## config.mk

```make
export PLATFORM = sky130hd
export DESIGN_NAME = bytewise_rsa_modexp_codec_unit_flat
export DESIGN_NICKNAME = d
export VERILOG_FILES = /design/src/brmc_pkg.sv /design/src/brmc_stream_if.sv /design/src/bytewise_rsa_modexp_codec_unit.sv /design/src/brmc_datapath.sv /design/src/brmc_control.sv /design/src/flat_wrapper.sv
export SDC_FILE = /design/constraint.sdc
export NUM_CORES = 2
export LEC_CHECK = 0
export BUFFER_PORTS_ARGS = -buffer_cell sky130_fd_sc_hd__buf_2
export CAP_MARGIN = 0
export CORE_MARGIN = 2
export CORE_UTILIZATION = 55
export CTS_BUF_LIST = sky130_fd_sc_hd__clkbuf_8 sky130_fd_sc_hd__clkbuf_16
export CTS_CLUSTER_SIZE = 40
export DETAILED_ROUTE_END_ITERATION = 7
export PLACE_DENSITY = 0.7
export SETUP_SLACK_MARGIN = 0.4
export SYNTH_ARGS = -nofsm -noshare
export SYNTH_HDL_FRONTEND = slang
export SYNTH_SLANG_ARGS = --single-unit
export TNS_END_PERCENT = 5
```

## constraint.sdc

```tcl
create_clock -name clk -period 12.8 [get_ports clk]
set_clock_uncertainty 0.15 [all_clocks]
set_input_delay 0 -clock clk [delete_from_list [all_inputs] [get_ports clk]]
set_output_delay 0 -clock clk [all_outputs]
set_load 0.05 [all_outputs]
```

## src/brmc_pkg.sv

```systemverilog
// package: shared constants and types for the byte-wise rsa codec
`default_nettype none
package brmc_pkg;
    localparam int unsigned REG_W      = 62;
    localparam int unsigned WORD_W     = 64;
    localparam int unsigned DEF_WORD_BYTES = 8;
    localparam int unsigned ADDR_W     = 5;
    localparam logic [REG_W-1:0] RST_MODULUS = 62'd2;
    localparam logic [REG_W-1:0] RST_PUB_EXP = 62'd65537;
    localparam logic [REG_W-1:0] RST_PRV_EXP = 62'd1;
    localparam logic [ADDR_W-1:0] ADDR_MODULUS = 5'd0;
    localparam logic [ADDR_W-1:0] ADDR_PUB_EXP = 5'd8;
    localparam logic [ADDR_W-1:0] ADDR_PRV_EXP = 5'd16;
    localparam logic REQ_ENCRYPT = 1'b0;
    localparam logic REQ_DECRYPT = 1'b1;

    // controller to datapath commands
    typedef struct packed {
        logic load;      // load base, exponent, modulus; start
        logic mul_start; // start a modular multiply
        logic mul_sel;   // 0: acc*base, 1: base*base
        logic exp_shift; // shift exponent right
    } dp_cmd_t;

    // datapath to controller status
    typedef struct packed {
        logic mul_busy;
        logic exp_zero;
        logic exp_lsb;
    } dp_sts_t;
endpackage
`default_nettype wire

```

## src/brmc_stream_if.sv

```systemverilog
// interface: valid/ready stream channels for request and result
`default_nettype none
interface brmc_in_if;
    logic       valid;
    logic       ready;
    logic       req_type;
    logic [7:0] data_byte;
    logic       end_of_message;
    modport source (output valid, req_type, data_byte, end_of_message, input ready);
    modport sink   (input valid, req_type, data_byte, end_of_message, output ready);
endinterface

interface brmc_out_if;
    logic       valid;
    logic       ready;
    logic [7:0] out_byte;
    logic       last_of_run;
    modport source (output valid, out_byte, last_of_run, input ready);
    modport sink   (input valid, out_byte, last_of_run, output ready);
endinterface
`default_nettype wire

```

## src/bytewise_rsa_modexp_codec_unit.sv

```systemverilog
// top level: byte-wise rsa codec with apb configuration
//  channel | dir | fields                               | handshake
//  req     | in  | req_type, data_byte, end_of_message  | valid/ready
//  rsp     | out | out_byte, last_of_run                | valid/ready
//  apb     | in  | modulus, public/private exponent     | psel/penable
// one request at a time: a load step, a bit-serial reduction of the base modulo n,
// then per exponent bit a decide step, an optional multiply and a square
// (each multiply an issue step plus add-and-double steps), then 1 or 8 result bytes
// reset sets the configuration registers to defaults; no clearing pass
// result stalls hold the output register; a new request is taken while the
// final result byte still waits
`default_nettype none
module bytewise_rsa_modexp_codec_unit
    import brmc_pkg::*;
#(
    parameter int unsigned WORD_BYTES = DEF_WORD_BYTES
)
(
    input  wire logic              clk,
    input  wire logic              rst_n,
    brmc_in_if.sink                req,
    brmc_out_if.source             rsp,
    input  wire logic              psel,
    input  wire logic              penable,
    input  wire logic              pwrite,
    input  wire logic [ADDR_W-1:0] paddr,
    input  wire logic [63:0]       pwdata,
    output logic [63:0]            prdata,
    output logic                   pready
);
    logic [REG_W-1:0]  modulus_reg, pub_reg, prv_reg;
    dp_cmd_t           cmd;
    dp_sts_t           sts;
    logic [WORD_W-1:0] result, base;
    logic [REG_W-1:0]  exp_sel, mod_sel;

    assign pready = 1'b1;

    // configuration registers
    always_ff @(posedge clk or negedge rst_n)
    begin
        if (!rst_n)
        begin
            modulus_reg <= RST_MODULUS;
            pub_reg     <= RST_PUB_EXP;
            prv_reg     <= RST_PRV_EXP;
        end
        else if (psel && penable && pwrite)
        begin
            unique case (paddr)
                ADDR_MODULUS: modulus_reg <= pwdata[REG_W-1:0];
                ADDR_PUB_EXP: pub_reg     <= pwdata[REG_W-1:0];
                ADDR_PRV_EXP: prv_reg     <= pwdata[REG_W-1:0];
                default: ;
            endcase
        end
    end

    // read back
    always_comb
    begin
        unique case (paddr)
            ADDR_MODULUS: prdata = {2'b00, modulus_reg};
            ADDR_PUB_EXP: prdata = {2'b00, pub_reg};
            ADDR_PRV_EXP: prdata = {2'b00, prv_reg};
            default:      prdata = '0;
        endcase
    end

    brmc_control #(.WORD_BYTES(WORD_BYTES)) u_ctrl (
        .clk, .rst_n, .req, .rsp,
        .modulus(modulus_reg), .enc_exponent(pub_reg), .dec_exponent(prv_reg),
        .cmd, .sts, .result, .base, .exp_sel, .mod_sel
    );

    brmc_datapath u_dp (
        .clk, .rst_n, .cmd, .base_in(base), .exp_in(exp_sel), .mod_in(mod_sel),
        .sts, .result
    );
endmodule
`default_nettype wire

```

## src/brmc_datapath.sv

```systemverilog
// datapath: modular exponentiation registers and add-and-double multiplier
`default_nettype none
module brmc_datapath
    import brmc_pkg::*;
(
    input  wire logic              clk,
    input  wire logic              rst_n,
    input  wire dp_cmd_t           cmd,
    input  wire logic [WORD_W-1:0] base_in,
    input  wire logic [REG_W-1:0]  exp_in,
    input  wire logic [REG_W-1:0]  mod_in,
    output dp_sts_t                sts,
    output logic [WORD_W-1:0]      result
);
    logic [REG_W-1:0]  acc_reg, acc_next;
    logic [REG_W-1:0]  base_reg, base_next;
    logic [REG_W-1:0]  exp_reg, exp_next;
    logic [REG_W-1:0]  mod_reg;
    logic [REG_W:0]    ma_reg, ma_next;   // multiplicand, doubles
    logic [REG_W-1:0]  mb_reg, mb_next;   // multiplier, shifts
    logic [REG_W:0]    mp_reg, mp_next;   // partial product
    logic              msel_reg;
    logic              busy_reg, busy_next;
    logic              red_reg, red_next; // base reduction in progress
    logic [REG_W:0]    rb_reg, rb_next;   // running remainder of the base
    logic [WORD_W-1:0] bsh_reg, bsh_next; // base bits, msb first
    logic [5:0]        rcnt_reg, rcnt_next;
    logic [REG_W:0]    sum_a, dbl_a, rem_sh;

    assign sts.mul_busy = busy_reg | red_reg;
    assign sts.exp_zero = (exp_reg == '0);
    assign sts.exp_lsb  = exp_reg[0];
    assign result = (mod_reg < 62'd2) ? '0 : {{(WORD_W-REG_W){1'b0}}, acc_reg};

    // one add-and-double step per cycle; restoring remainder for the base
    always_comb
    begin
        acc_next = acc_reg; base_next = base_reg; exp_next = exp_reg;
        ma_next = ma_reg; mb_next = mb_reg; mp_next = mp_reg;
        busy_next = busy_reg; red_next = red_reg;
        rb_next = rb_reg; bsh_next = bsh_reg; rcnt_next = rcnt_reg;
        sum_a = mp_reg + ma_reg;
        if (sum_a >= {1'b0, mod_reg}) sum_a = sum_a - {1'b0, mod_reg};
        dbl_a = {ma_reg[REG_W-1:0], 1'b0};
        if (dbl_a >= {1'b0, mod_reg}) dbl_a = dbl_a - {1'b0, mod_reg};
        rem_sh = {rb_reg[REG_W-1:0], bsh_reg[WORD_W-1]};
        if (rem_sh >= {1'b0, mod_reg}) rem_sh = rem_sh - {1'b0, mod_reg};
        if (cmd.load)
        begin
            acc_next  = 62'd1;
            rb_next   = '0;
            bsh_next  = base_in;
            rcnt_next = 6'd0;
            red_next  = 1'b1;
            busy_next = 1'b0;
        end
        else if (red_reg)
        begin
            // bring in one base bit, subtract the modulus when not below
            rb_next   = rem_sh;
            bsh_next  = {bsh_reg[WORD_W-2:0], 1'b0};
            rcnt_next = rcnt_reg + 6'd1;
            if (rcnt_reg == 6'd63)
            begin
                red_next  = 1'b0;
                base_next = rem_sh[REG_W-1:0];
            end
        end
        else if (cmd.mul_start)
        begin
            ma_next   = {1'b0, base_reg};
            mb_next   = cmd.mul_sel ? base_reg : acc_reg;
            mp_next   = '0;
            busy_next = 1'b1;
        end
        else if (busy_reg)
        begin
            if (mb_reg[0]) mp_next = sum_a;
            ma_next = dbl_a;
            mb_next = mb_reg >> 1;
            if (mb_reg == '0)
            begin
                busy_next = 1'b0;
                if (msel_reg) base_next = mp_reg[REG_W-1:0];
                else          acc_next  = mp_reg[REG_W-1:0];
            end
        end
        // exponent loads with the base and shifts as each square starts
        if (cmd.load)
            exp_next = exp_in;
        else if (cmd.exp_shift)
            exp_next = exp_reg >> 1;
    end

    always_ff @(posedge clk or negedge rst_n)
    begin
        if (!rst_n)
        begin
            busy_reg <= 1'b0;
            red_reg  <= 1'b0;
            rcnt_reg <= '0;
        end
        else
        begin
            busy_reg <= busy_next;
            red_reg  <= red_next;
            rcnt_reg <= rcnt_next;
        end
    end

    always_ff @(posedge clk)
    begin
        acc_reg <= acc_next; base_reg <= base_next; exp_reg <= exp_next;
        ma_reg <= ma_next; mb_reg <= mb_next; mp_reg <= mp_next;
        rb_reg <= rb_next; bsh_reg <= bsh_next;
        if (cmd.load) mod_reg <= mod_in;
        if (cmd.mul_start && !red_reg && !cmd.load) msel_reg <= cmd.mul_sel;
    end

    // multiplier never starts while busy; reduction ends once its bit counter reaches its last value
    property p_no_start_busy;
        @(posedge clk) disable iff (!rst_n) (cmd.mul_start && busy_reg) |-> 1'b0;
    endproperty
    a_no_start_busy: assert property (p_no_start_busy) else $error("mul start while busy");
    a_red_len: assert property (@(posedge clk) disable iff (!rst_n)
        (red_reg && rcnt_reg == 6'd63) |=> !red_reg) else $error("reduction overrun");
    a_mp_below: assert property (@(posedge clk) disable iff (!rst_n)
        (busy_reg && mod_reg >= 62'd2) |-> (mp_reg < {1'b0, mod_reg}))
        else $error("partial product not reduced");
endmodule
`default_nettype wire

```

## src/brmc_control.sv

```systemverilog
// controller: request sequencing, square-and-multiply control, byte output
`default_nettype none
module brmc_control
    import brmc_pkg::*;
#(
    parameter int unsigned WORD_BYTES = DEF_WORD_BYTES
)
(
    input  wire logic              clk,
    input  wire logic              rst_n,
    brmc_in_if.sink                req,
    brmc_out_if.source             rsp,
    input  wire logic [REG_W-1:0]  modulus,
    input  wire logic [REG_W-1:0]  enc_exponent,
    input  wire logic [REG_W-1:0]  dec_exponent,
    output dp_cmd_t                cmd,
    input  wire dp_sts_t           sts,
    input  wire logic [WORD_W-1:0] result,
    output logic [WORD_W-1:0]      base,
    output logic [REG_W-1:0]       exp_sel,
    output logic [REG_W-1:0]       mod_sel
);
    typedef enum logic [2:0] {S_IDLE, S_START, S_WAIT, S_MUL, S_SQR, S_OUT} state_t;
    localparam int unsigned CNT_W = 3;
    state_t            state_reg;
    logic [WORD_W-1:0] word_reg;
    logic [CNT_W-1:0]  gath_reg;
    logic              dec_reg;
    logic [WORD_W-1:0] res_reg;
    logic [CNT_W-1:0]  ocnt_reg;
    logic              ovalid_reg;
    logic              olast_reg;
    logic [7:0]        obyte_reg;
    logic              take;
    logic [CNT_W:0]    pos;
    logic              pending;

    assign req.ready       = (state_reg == S_IDLE);
    assign take            = req.valid && req.ready;
    assign rsp.valid       = ovalid_reg;
    assign rsp.out_byte    = obyte_reg;
    assign rsp.last_of_run = olast_reg;
    assign pos = {1'b0, gath_reg} + 1'b1;
    assign pending = sts.mul_busy;
    assign exp_sel = dec_reg ? dec_exponent : enc_exponent;
    assign mod_sel = modulus;
    assign base    = word_reg;

    // datapath commands; each square also shifts the exponent
    always_comb
    begin
        cmd = '0;
        unique case (state_reg)
            S_START: cmd.load = 1'b1;
            S_MUL:
            begin
                cmd.mul_start = !pending;
                cmd.mul_sel   = 1'b0;
            end
            S_SQR:
            begin
                cmd.mul_start = !pending;
                cmd.mul_sel   = 1'b1;
                cmd.exp_shift = !pending;
            end
            default: cmd = '0;
        endcase
    end

    // sequencing: gather bytes, load, then per bit wait idle, optional multiply, square and shift, then output
    always_ff @(posedge clk or negedge rst_n)
    begin
        if (!rst_n)
        begin
            state_reg  <= S_IDLE;
            word_reg   <= '0;
            gath_reg   <= '0;
            dec_reg    <= 1'b0;
            ovalid_reg <= 1'b0;
            olast_reg  <= 1'b0;
            obyte_reg  <= '0;
            ocnt_reg   <= '0;
            res_reg    <= '0;
        end
        else
        begin
            unique case (state_reg)
                S_IDLE:
                begin
                    if (take)
                    begin
                        if (req.req_type == REQ_ENCRYPT)
                        begin
                            word_reg  <= {{(WORD_W-8){1'b0}}, req.data_byte};
                            gath_reg  <= '0;
                            dec_reg   <= 1'b0;
                            state_reg <= S_START;
                        end
                        else
                        begin
                            word_reg <= word_reg
                                | ({{(WORD_W-8){1'b0}}, req.data_byte} << {gath_reg, 3'b000});
                            dec_reg  <= 1'b1;
                            if (pos >= WORD_BYTES[CNT_W:0] || req.end_of_message)
                            begin
                                gath_reg  <= '0;
                                state_reg <= S_START;
                            end
                            else
                                gath_reg <= pos[CNT_W-1:0];
                        end
                    end
                end
                S_START:
                    state_reg <= S_WAIT;
                S_WAIT:
                begin
                    if (!pending)
                    begin
                        if (sts.exp_zero)
                        begin
                            res_reg   <= result;
                            word_reg  <= '0;
                            ocnt_reg  <= '0;
                            state_reg <= S_OUT;
                        end
                        else
                            state_reg <= sts.exp_lsb ? S_MUL : S_SQR;
                    end
                end
                S_MUL:
                    if (!pending) state_reg <= S_SQR;
                S_SQR:
                    if (!pending) state_reg <= S_WAIT;
                S_OUT:
                begin
                    if (!ovalid_reg || rsp.ready)
                    begin
                        ovalid_reg <= 1'b1;
                        obyte_reg  <= res_reg[8*ocnt_reg +: 8];
                        if (dec_reg || ocnt_reg == CNT_W'(WORD_BYTES - 1))
                        begin
                            olast_reg <= 1'b1;
                            state_reg <= S_IDLE;
                        end
                        else
                            olast_reg <= 1'b0;
                        ocnt_reg <= ocnt_reg + 1'b1;
                    end
                end
                default: state_reg <= S_IDLE;
            endcase
            if (ovalid_reg && rsp.ready && !(state_reg == S_OUT))
                ovalid_reg <= 1'b0;
        end
    end

    a_ready_idle: assert property (@(posedge clk) disable iff (!rst_n)
        take |=> state_reg != S_OUT) else $error("output without work");
    a_gath: assert property (@(posedge clk) disable iff (!rst_n)
        (state_reg == S_START) |-> gath_reg == '0) else $error("gather count not cleared");
    a_last: assert property (@(posedge clk) disable iff (!rst_n)
        (rsp.valid && rsp.last_of_run && rsp.ready) |=> !(state_reg == S_OUT && dec_reg))
        else $error("extra decrypt byte");
endmodule
`default_nettype wire

```

## src/flat_wrapper.sv

```systemverilog
// flat-port wrapper written by rule: the top's interface ports become plain ports
module bytewise_rsa_modexp_codec_unit_flat import brmc_pkg::*;
#(
    parameter int unsigned WORD_BYTES = DEF_WORD_BYTES
)
  (clk, rst_n, psel, penable, pwrite, paddr, pwdata, prdata, pready, req_valid, req_req_type, req_data_byte, req_end_of_message, req_ready, rsp_valid, rsp_out_byte, rsp_last_of_run, rsp_ready);
  brmc_in_if req_i ();
  brmc_out_if rsp_i ();
  input  wire logic clk;
  input  wire logic rst_n;
  input  wire logic psel;
  input  wire logic penable;
  input  wire logic pwrite;
  input  wire logic [ADDR_W-1:0] paddr;
  input  wire logic [63:0] pwdata;
  output logic [63:0] prdata;
  output logic pready;
  input wire logic [$bits(req_i.valid)-1:0] req_valid;
  input wire logic [$bits(req_i.req_type)-1:0] req_req_type;
  input wire logic [$bits(req_i.data_byte)-1:0] req_data_byte;
  input wire logic [$bits(req_i.end_of_message)-1:0] req_end_of_message;
  output wire logic [$bits(req_i.ready)-1:0] req_ready;
  output wire logic [$bits(rsp_i.valid)-1:0] rsp_valid;
  output wire logic [$bits(rsp_i.out_byte)-1:0] rsp_out_byte;
  output wire logic [$bits(rsp_i.last_of_run)-1:0] rsp_last_of_run;
  input wire logic [$bits(rsp_i.ready)-1:0] rsp_ready;
  assign req_i.valid = req_valid;
  assign req_i.req_type = req_req_type;
  assign req_i.data_byte = req_data_byte;
  assign req_i.end_of_message = req_end_of_message;
  assign req_ready = req_i.ready;
  assign rsp_valid = rsp_i.valid;
  assign rsp_out_byte = rsp_i.out_byte;
  assign rsp_last_of_run = rsp_i.last_of_run;
  assign rsp_i.ready = rsp_ready;
  bytewise_rsa_modexp_codec_unit #(.WORD_BYTES(WORD_BYTES)) u_core (.clk(clk), .rst_n(rst_n), .req(req_i), .rsp(rsp_i), .psel(psel), .penable(penable), .pwrite(pwrite), .paddr(paddr), .pwdata(pwdata), .prdata(prdata), .pready(pready));
endmodule
```

## After elaboration in Yosys (flattened, before gate mapping)

Cells that the tools add are included.

- Bits in writable memories: 0
- Flip-flop bits (word level): 905
- Input port bits: 86
- Latch bits: 0
- Output and inout bits: 76
- Word-level logic and storage cells: 174
- ROM bits: 0
- Memories kept: 0

- Reduce and logical (&&, ||, !) cells: 44
- Equality and inequality tests: 20
- Bitwise logic cells: 7
- Add/subtract/negate cells: 7
- Shifts and indexed selects: 2
- $lt $le $gt $ge: 5
- Div/mod/pow operators: 0
- Muxes and demuxes: 63
- Multipliers: 0

Operators by type and width:

| operator | count |
|---|---|
| 2-to-1 mux 62 bit | 15 |
| 2-to-1 mux 64 bit | 6 |
| 2-to-1 mux 63 bit | 5 |
| >= comparator 63 x 62 -> 1 bit | 3 |
| one-hot mux 62 bit (3 select lines) | 1 |
| one-hot mux 64 bit (2 select lines) | 1 |
| subtractor 63 x 62 -> 63 bit | 2 |
| zero test 62 bit | 2 |
| OR 64 bit | 1 |
| variable part select 64 x 7 -> 8 bit | 1 |
| << shifter 8 x 6 -> 64 bit | 1 |
| adder 63 bit | 1 |
| < comparator 62 x 2 -> 1 bit, second input constant | 1 |
| subtractor 62 bit | 1 |
| 2-to-1 mux 3 bit | 15 |
| nonzero test 2 bit | 11 |
| one-hot mux 3 bit (6 select lines) | 1 |
| 2-to-1 mux 1 bit | 15 |
| 2-to-1 mux 6 bit | 2 |
| inequality test 2 bit, second input constant | 6 |
| AND reduction 2 bit | 6 |
| AND reduction 4 bit | 3 |
| equality test 3 bit, second input constant | 3 |
| inequality test 2 x 1 -> 1 bit, second input constant | 4 |
| 23 further kinds | 41 |

## Logic depth before layout (Yosys ltp)

- Depth in word-level cells: 7
- Gate-level depth with buffers: 29
- Mapped depth without buffers: 25

## Hierarchy

Synthesis repeated with hierarchy kept, for this count alone.

- Cells, all modules: 5386
- Area total of the unflattened synthesis: 55563.3 um2

Modules (own cells, without submodules):

| module | cells each | times used | sequential area each (um2) | area each (um2) |
|---|---|---|---|---|
| brmc_datapath | 4216 | 1 | 15865.2 | 39821.9 |
| bytewise_rsa_modexp_codec_unit | 548 | 1 | 4659.5 | 8266.7 |
| brmc_control | 622 | 1 | 3703.6 | 7474.7 |

## Worst setup path before layout

OpenSTA, ideal clock, no wires.

- Path type: register -> register
- From: register u_core.u_dp.red_reg
- To: register u_core.u_dp.mp_reg[0] (enable)
- Arrival: 8.849 ns
- Data required time: 12.224 ns
- Path buffers: 3
- Clock period less this slack: 9.424 ns
- Slack: 3.376 ns
- Stages on the path, launching flop included: 6
- Library setup time: 0.426 ns
- Cells stage by stage: dfrtp_1 -> clkbuf_1 -> clkbuf_1 -> clkbuf_1 -> a21oi_1 -> o21a_1

- Longest elaborated chain between the ends: 5
- Elaborated cells on any way between the ends: 7
- Those cells by class: 1 x mux; 2 x bitwise; 4 x reduce/logical

RTL lines:

| what | RTL line | source |
|---|---|---|
| start, declared | brmc_datapath.sv:24 | `logic red_reg, red_next;` |
| start signal, assigned | brmc_datapath.sv:106 | `red_reg <= red_next;` |
| OR 1 bit | brmc_datapath.sv:30 | `assign sts.mul_busy = busy_reg \| red_reg;` |
| zero test 1 bit | n/a |  |
| one-hot mux 2 bit (2 select lines) | brmc_control.sv:53 | `unique case (state_reg)` |
| nonzero test 2 bit (no source line) | n/a |  |
| AND reduction 4 bit (no source line) (*) | n/a |  |
| end signal, assigned | brmc_datapath.sv:114 | `ma_reg <= ma_next; mb_reg <= mb_next; mp_reg <= mp_next;` |
| end, declared | brmc_datapath.sv:21 | `logic [REG_W:0] mp_reg, mp_next;` |

Mark *: on every way between the ends. The rest lies on a longest branch, timed or not.
A chain may end at the register's enable or synchronous reset.

## Final worst setup path

- From: register u_core.u_dp.ma_reg[4]
- To: register u_core.u_dp.mp_reg[7] (data pin)

- Longest elaborated chain between the ends: 5
- Elaborated cells on any way between the ends: 6
- Those cells by class: 2 x add/sub; 1 x order compare; 3 x mux

RTL lines:

| what | RTL line | source |
|---|---|---|
| start, declared | brmc_datapath.sv:19 | `logic [REG_W:0] ma_reg, ma_next;` |
| start signal, assigned | brmc_datapath.sv:114 |  |
| adder 63 bit (*) | brmc_datapath.sv:42 | `sum_a = mp_reg + ma_reg;` |
| subtractor 63 x 62 -> 63 bit or >= comparator 63 x 62 -> 1 bit (tied branches) | brmc_datapath.sv:43 | `if (sum_a >= {1'b0, mod_reg}) sum_a = sum_a - {1'b0, mod_reg};` |
| 2-to-1 mux 63 bit (*) | brmc_datapath.sv:43 |  |
| 2-to-1 mux 63 bit (*) | brmc_datapath.sv:78 | `if (mb_reg[0]) mp_next = sum_a;` |
| 2-to-1 mux 63 bit (*) | brmc_datapath.sv:76 | `else if (busy_reg)` |

Mark *: on every way between the ends. The rest lies on a longest branch, timed or not. The select of a mux whose other input is x is not followed.

==> impl_metrics.ini <==
[status]
status = finished clean

[synth]
ys_types = 98
yosysWarnings = 0
synth-seq-cells = 903
avgSynthCellArea_um2 = 9.53
synth_edf_count = 439
ys.flop_type = edfxtp_1
syn_area_um2 = 53600
syn-instance-count = 5628
ys_seq_area_share_pct = 45.1
synthArstFlopShare_pct = 37.7

[timing]
finalMaxSlewViolations = 0
whs_ps = 23.4
finalSetupTns_ps = 0
hold_viol = 0
fmax_mhz = 124
final.period_utilization_pct = 63.2
worst_slew_pin_slew_ps = 1280
min_period_ps = 8090
rsz0062_at_grt = false
slew_headroom_pct = 14.1
setup_viol = 0

[finish]
fin_nets = 6074
final_cell_mix = 813 x nand2_1, 526 x a21oi_1, 510 x o21ai_0
drive_gt1_share_pct = 10.7
syn2layout_area_growth_pct = 11.5
final_common_cell = nand2_1
fillers = 8198

[critical_path]
crit_arrival_ps = 8330
cp-start-kind = flop
crit_chain = ha_1 > a211oi_1 > o21ai_0 > o21ai_1 > o221ai_1 > o2bb2ai_1 > o32ai_1 > o31ai_1 > a21oi_1 > a221oi_1 > xnor2_1 > ha_1 > and3_1 > and2_1 > nand4_1 > or4_1 > o31ai_1 > a31oi_1 > nand2b_4 > buf_4 > mux2i_1 > nor2_1
r2r-start = u_core.u_dp.ma_reg[4]
crit_slowest_cell = buf_4
startpoint = u_core.u_dp.ma_reg[4]
end_kind = flop
critPathTopFamily = compound AO/OA/AOI/OAI gates
crit_type = flop to flop
cpPeakStageDelay_ps = 700
required_ps = 13050
worstPathBufferInverterCount = 1
crit_fanout = 53

[place]
port_buffers = 156
routabilityCongestion = 0.959
hpwl_um = 120000

[global_route]
grt_usage_pct = 33.1
grt_max_degree = 180
grt_pass1_wl_um = 253000
grt-ovfl-total = 0
grt_pass1_vias = 41479
antenna_found_initial = 3

[floorplan]
io_pins = 162
die_y_um = 316
die-area_um2 = 100000
die_width_um = 316
core_area_um2 = 96700
row_count = 114
initial_utilization_pct = 55.5

[route]
vias_per_cell = 6.20
routed_wl_um = 167000
first_pass_iters = 6
drc = 0
wire_per_inst_um = 23.6
vias = 44019
drt_iter0_drc = 4692
drtAntennaViolNets = 0

[power_and_ir_drop]
power_frac_comb_pct = 23.9
switching_power_mw = 2.59
p_leak_nw = 26.2
power_frac_seq_pct = 41.3
p_int_mw = 5.64
powerDensity_nw_per_um2 = 138
ir_drop_mv = 0.128
power_frac_clock_pct = 34.8
switching_share_pct = 31.5

[clock_tree]
cts_root_buf = clkbuf_16
cts_sinks = 903
clkTransAtPathRegs_ps = 60
numCtsBuffers = 99
clkLatencyLatePin_ps = 700
clk_path_buf_depth = 3
tritoncts = done
cts_resized = 0
h-tree-depth = 3

[hold_path]
hold_path.class = input pin to flop
hold_path_startpoint = pwdata[58]

[job]
maxCapViolations = 0
[power groups by stage]
stage               sequential [mW]  combinational, mW  clock (mW)
global route                   3.42               2.16        3.01
finish                         3.40               1.97        2.86
detailed placement             3.45               1.88           0
CTS                            3.39               1.92        2.90
floorplan                      3.40               1.37           0
global placement               3.44               1.85           0
[metrics by stage]
stage | instance area [um^2] | setup WS [ps] | total power, mW | std cells | utilization (%)
CTS | 59800 | 4870 | 8.21 | 7095 | 61.8
finish | 59800 | 4710 | 8.23 | 7097 | 61.8
global placement | 55100 | 4940 | 5.29 | 6765 | 56.9
floorplan | 53600 | 3380 | 4.77 | 5629 | -
global route | 59800 | 4290 | 8.58 | 7095 | 61.8
detailed placement | 55100 | 4910 | 5.33 | 6765 | 56.9
[tightest hold or removal path: cells and delay by family]
| family | cells | cell delay (ps) |
|---|---|---|
| buffers and inverters | 2 | 690 |
| multiplexers | 1 | 140 |
[final timing paths]
check,endpoint,slack [ps],cells past startpoint
worst max-delay path,u_core.u_dp.mp_reg[7],4710,22
worst min-delay path,u_core.prv_reg[58],20,3
worst max register to register,u_core.u_dp.mp_reg[7],4710,22
worst min register to register,u_core.u_ctrl.res_reg[3],310,2
max in group asynchronous,u_core.u_ctrl.dec_reg,11150,4
min in group asynchronous,u_core.pub_reg[16],330,3
[Yosys cell counts (17+ instances only)]
| library cell | instances | area, um^2 |
|---|---|---|
| nand2b_1 | 46 | 288 |
| nand3_1 | 68 | 340 |
| dfxtp_1 | 124 | 2480 |
| o211ai_1 | 25 | 188 |
| inv_1 | 121 | 454 |
| a211oi_1 | 21 | 158 |
| a21oi_1 | 527 | 2640 |
| mux2_2 | 189 | 2130 |
| o31ai_1 | 17 | 128 |
| ha_1 | 252 | 3150 |
| xnor2_1 | 127 | 1110 |
| buf_2 | 25 | 125 |
| clkbuf_1 | 261 | 980 |
| nor2b_1 | 40 | 250 |
| nand4_1 | 73 | 457 |
| edfxtp_1 | 439 | 13200 |
| o21ai_0 | 510 | 2550 |
| dfrtp_1 | 336 | 8410 |
| o21bai_1 | 46 | 345 |
| o21a_1 | 31 | 233 |
| nor3_1 | 37 | 185 |
| nand2_1 | 816 | 3060 |
| and3_1 | 37 | 231 |
| a21o_1 | 152 | 1140 |
| buf_1 | 19 | 71.3 |
| xor2_1 | 104 | 911 |
| a31oi_1 | 53 | 332 |
| and2_1 | 19 | 119 |
| nor4_1 | 55 | 344 |
| nor2_1 | 470 | 1760 |
| mux2i_1 | 326 | 3260 |
[cell families after synthesis]
kind of cell    share of synthesized area [%]
xor+xnor                                 3.77
compound gates                           17.1
simple gates                             13.8
mux                                      10.7
buf+inv                                  3.46
fa+ha+maj                                6.03
flops                                    45.1
other cells                            0.0140
[routing by layer]
metal  wire length, um  vias up  track usage, %
met5                 0        -               0
li1                  -    20518               -
met4              5570        0            10.5
met3             14800      258            4.83
met1             74100    21421            48.8
met2             73000     1822            50.3
[repair_timing]
action	in CTS	in global routing
hold endpoints to repair	358	0
hold buffers	142	0
setup buffers	0	0
[final cells by class]
cell class	count	area (um^2)	area share [%]
multi-input cells	4269	27700	46.3
flip-flops and latches	903	24200	40.4
clock buffers	114	2720	4.54
repair buffers	337	2560	4.28
well taps	1276	1600	2.67
clock inverters	74	576	0.962
inverters	122	463	0.774
diodes	2	5.00	0.00837
Power figures use the tool's default switching activity.
